==> src/sv/vnc_pkg.sv <==
`timescale 1ns / 1ps

package vnc_pkg;

  localparam int MAX_X = 64;
  localparam int MAX_Y = 64;
  localparam int MAX_Z = 4096;
  localparam int HALO  = 2;

  localparam int X_W    = $clog2(MAX_X);
  localparam int Y_W    = $clog2(MAX_Y);
  localparam int Z_W    = $clog2(MAX_Z);
  localparam int SX_W   = 7;
  localparam int SY_W   = 7;
  localparam int SZ_W   = 13;
  localparam int CODE_W = 11;
  localparam int DIG_W  = 3;
  localparam int SUM_W  = 10;
  localparam int CFG_A_W = 2;
  localparam int CFG_D_W = 13;

  localparam logic [CFG_A_W-1:0] REG_SIZE_X = 2'd0;
  localparam logic [CFG_A_W-1:0] REG_SIZE_Y = 2'd1;
  localparam logic [CFG_A_W-1:0] REG_SIZE_Z = 2'd2;

  localparam logic [SZ_W-1:0] SIZE_MIN = 13'd5;

  typedef logic [DIG_W-1:0] digit_t;

  typedef struct packed {
    logic ll;
    logic l;
    logic r;
    logic rr;
  } axis_t;

  function automatic digit_t classify(input axis_t a);
    digit_t d;
    if (a.l && a.r) begin
      d = 3'd1;
    end else if (a.l && !a.r && a.rr) begin
      d = 3'd2;
    end else if (!a.l && a.ll && a.r) begin
      d = 3'd3;
    end else if (a.l && !a.r) begin
      d = 3'd4;
    end else if (!a.l && !a.ll && a.r) begin
      d = 3'd5;
    end else begin
      d = 3'd6;
    end
    return d;
  endfunction

  function automatic logic [SZ_W-1:0] clamp_size(input logic [SZ_W-1:0] v,
                                                 input logic [SZ_W-1:0] hi);
    logic [SZ_W-1:0] r;
    if (v < SIZE_MIN) begin
      r = SIZE_MIN;
    end else if (v > hi) begin
      r = hi;
    end else begin
      r = v;
    end
    return r;
  endfunction

endpackage

==> src/sv/vnc_code.sv <==
`timescale 1ns / 1ps

module vnc_code import vnc_pkg::*; (
  input  logic                     solid,
  input  digit_t                   cx,
  input  digit_t                   cy,
  input  axis_t                    zax,
  output logic signed [CODE_W-1:0] code
);

  digit_t           cz;
  logic [SUM_W-1:0] sum;

  always_comb begin
    cz  = classify(zax);
    sum = SUM_W'(cx) * SUM_W'(100) + SUM_W'(cy) * SUM_W'(10) + SUM_W'(cz);
    if (solid) begin
      code = '1;
    end else begin
      code = {1'b0, sum};
    end
  end

endmodule

==> config.mk <==
export PLATFORM = sky130hd
export DESIGN_NAME = vnc_code
export DESIGN_NICKNAME = d
export VERILOG_FILES = /design/src/sv/vnc_pkg.sv /design/src/sv/vnc_code.sv
export SDC_FILE = /design/constraint.sdc
export NUM_CORES = 1
export LEC_CHECK = 0
export BUFFER_PORTS_ARGS = -buffer_cell sky130_fd_sc_hd__buf_2
export CAP_MARGIN = 10
export CELL_PAD_IN_SITES_DETAIL_PLACEMENT = 0
export CELL_PAD_IN_SITES_GLOBAL_PLACEMENT = 2
export CORE_MARGIN = 2
export CORE_UTILIZATION = 32
export DETAILED_ROUTE_END_ITERATION = 10
export GPL_ROUTABILITY_DRIVEN = 0
export PLACE_DENSITY_LB_ADDON = 0.1
export SLEW_MARGIN = 25
export SYNTH_ARGS = -nofsm -noshare
export SYNTH_HDL_FRONTEND = slang
export SYNTH_SLANG_ARGS = --single-unit
==> constraint.sdc <==
create_clock -name vclk -period 4.7
set_input_delay 0 -clock vclk [all_inputs]
set_output_delay 0 -clock vclk [all_outputs]
set_load 0.02 [all_outputs]
==> key figures <==
Logic synthesis
  – Mapped Avg Cell Area: 7.940 sq um
  – Cells after Synth: 78
  – Synthesized area: 619.3 sq um
  – Yosys Warn Count: 0
  – Leading post-synthesis cells by cell area: ha_1, inv_1, fa_1, o21ai_0, o21a_1
  – Yosys top cell area share: 44.44%
  – Mapped Nets: 113
  – Yosys top cell by area: ha_1
  – Sequential fraction of the synthesis area: 0%
  – Synth cell types: 22

STA
  – Max Freq: 0.3664 GHz
  – Final Hold Viols: 0
  – Hold_ws: 0.3163 ns
  – Setup violations, final: 0
  – Slew margin rel.: 79.06%
  – Sum Neg Setup Slack: 0 ns
  – Final slew viol count: 0
  – Final worst-path cycle share: 58.08%
  – Minimum clock period: 2.730 ns
  – Transition time at the pin with the least slew margin: 0.3122 ns
  – RSZ-0062 raised after global routing: false

Route
  – Via count: 593
  – First-pass DRT Iterations: 4
  – Drt wl/cell: 10.43 um
  – Vias/cell: 4.782
  – DRT antenna net count: 0
  – DRC viols: 0
  – Initial DRC count: 7
  – Final wirelength: 1293 um

Critical path
  – Worst endpoint required time: 4.70 ns
  – CP Launch Type: primary input
  – Arrival @ worst endpoint: 2.73 ns
  – CP max-delay cell: fa_1
  – Worst-path maximum fanout: 4
  – CP most frequent cell: inv_1
  – Critical Path, Cell by Cell: buf_2 > inv_1 > ha_1 > a32o_1 > or2_2 > fa_1 > inv_1 > ha_1 > inv_1 > fa_1 > nor2b_1 > o31a_1 > nor3_1 > o21ai_0 > buf_2
  – Crit path from: zax[1]
  – CP max stage delay: 0.43 ns
  – Setup crit end kind: output pin
  – Crit Path Class: in -> out

Cells and area
  – Sequential cell count: 0
  – NumNets Final: 136
  – Commonest non-fill, non-tap cells in the layout: ha_1, buf_2, inv_1
  – Diodes inserted: 0
  – Final Instance Count excl. Fillers: 124
  – Multi-input logic area: 570.5 sq um
  – FF/Latch Area: 0 sq um
  – # clk buffers: 0
  – Fraction of layout cells with a size suffix above 1: 25.25%
  – Post-layout util: 42.70%
  – Fillcell total: 202
  – Area Overhead vs Synth: 21.62%

Power and ir drop
  – Leakage power: 0.4305 nW
  – Cell Pwr Density: 158.6 nW/um^2
  – VDD IR max: 0.06217 mV

Worst hold path
  – Hold Startpoint: solid
  – Hold Crit Class: in -> out

Global route
  – Global route overflow: 0
  – Initial antenna violation count: 0
  – Largest net degree at the start of global routing: 9
  – Vias in the first global route: 508
  – Tot GR Track Use: 12.52%
  – First-pass GRT wire length: 2125 um

Outcome
  – Outcome: finished clean

Die
  – Core area: 1764 sq um
  – Die height: 48.00 um
  – Num ports: 22
  – Rows: 15
  – Initial Utilization: 35.11%
  – Die footprint: 2304 sq um
  – Die Span X: 48.00 um

Run
  – Max-cap violations: 0

Placement
  – Placed insts: 124
  – IO buf count: 22
  – Detail Placement HPWL: 1146 um

Clock tree
  – Setup Buffers After CTS: 0
  – Hold buffer count at cts: 0
  – Post-CTS Resized: 0
## routing by layer
metal  GRT usage [%]  wire length (um)  up-vias
li1                -                 -      326
met1           18.76               693      258
met2           21.33               568        9
met3               0                30        0
met4               0                 0        0
met5               0                 0        -
## synthesized netlist by cell type
cell type	instances
or3_1	4
o311a_1	1
nor3_1	3
nor2b_1	2
o211a_1	1
a21o_1	2
o21ai_0	6
a31oi_1	1
nand3_1	2
a211oi_1	2
or2_2	3
nand2_1	2
buf_4	1
nor4_1	1
o21a_1	4
o31a_1	1
fa_1	2
inv_1	11
a32o_1	1
and3_1	1
ha_1	22
nor2_1	5
## cells by family (layout without fill, tap and decap cells)
group | after synthesis | in the layout | share of synthesized area (%)
adders and majority gates | 24 | 24 | 50.91
and+or+nand+nor | 23 | 23 | 19.39
AOI/OAI and AO/OA | 19 | 19 | 21.82
buffers and inverters | 12 | 33 | 7.879
## layout make-up
| cell class | count | share of cell area (%) |
|---|---|---|
| multi-input combinational | 66 | 75.75 |
| timing repair buffer | 22 | 14.62 |
| inverter | 11 | 5.482 |
| tap | 25 | 4.153 |
## worst max-delay path, delay by kind of cell
family                   cells  cell delay (ns)
adder cells (fa/ha/maj)      4             1.19
AND/OR/NAND/NOR              3             0.53
buffers and inverters        5             0.47
AO/OA/AOI/OAI                3             0.53
## per-stage QoR
stage	total power [mW]	cell area (sq um)	setup slack, ns
finish	0.1195	753.2	1.970
detailed placement	0.1215	753.2	1.937
global placement	0.1206	753.2	1.965
global route	0.1374	753.2	1.709
floorplan	0.08816	619.3	2.112
CTS	0.1221	753.2	1.927
## where the power goes
group          internal, mW  switching, mW
sequential                0              0
combinational        0.0503         0.0692
clock                     0              0
## worst paths after layout
check                   to  slack [ns]  cells after the start
setup / recovery   code[8]        1.97                     15
hold / removal    code[10]        0.32                      2
(Power assumes the default switching activity.)
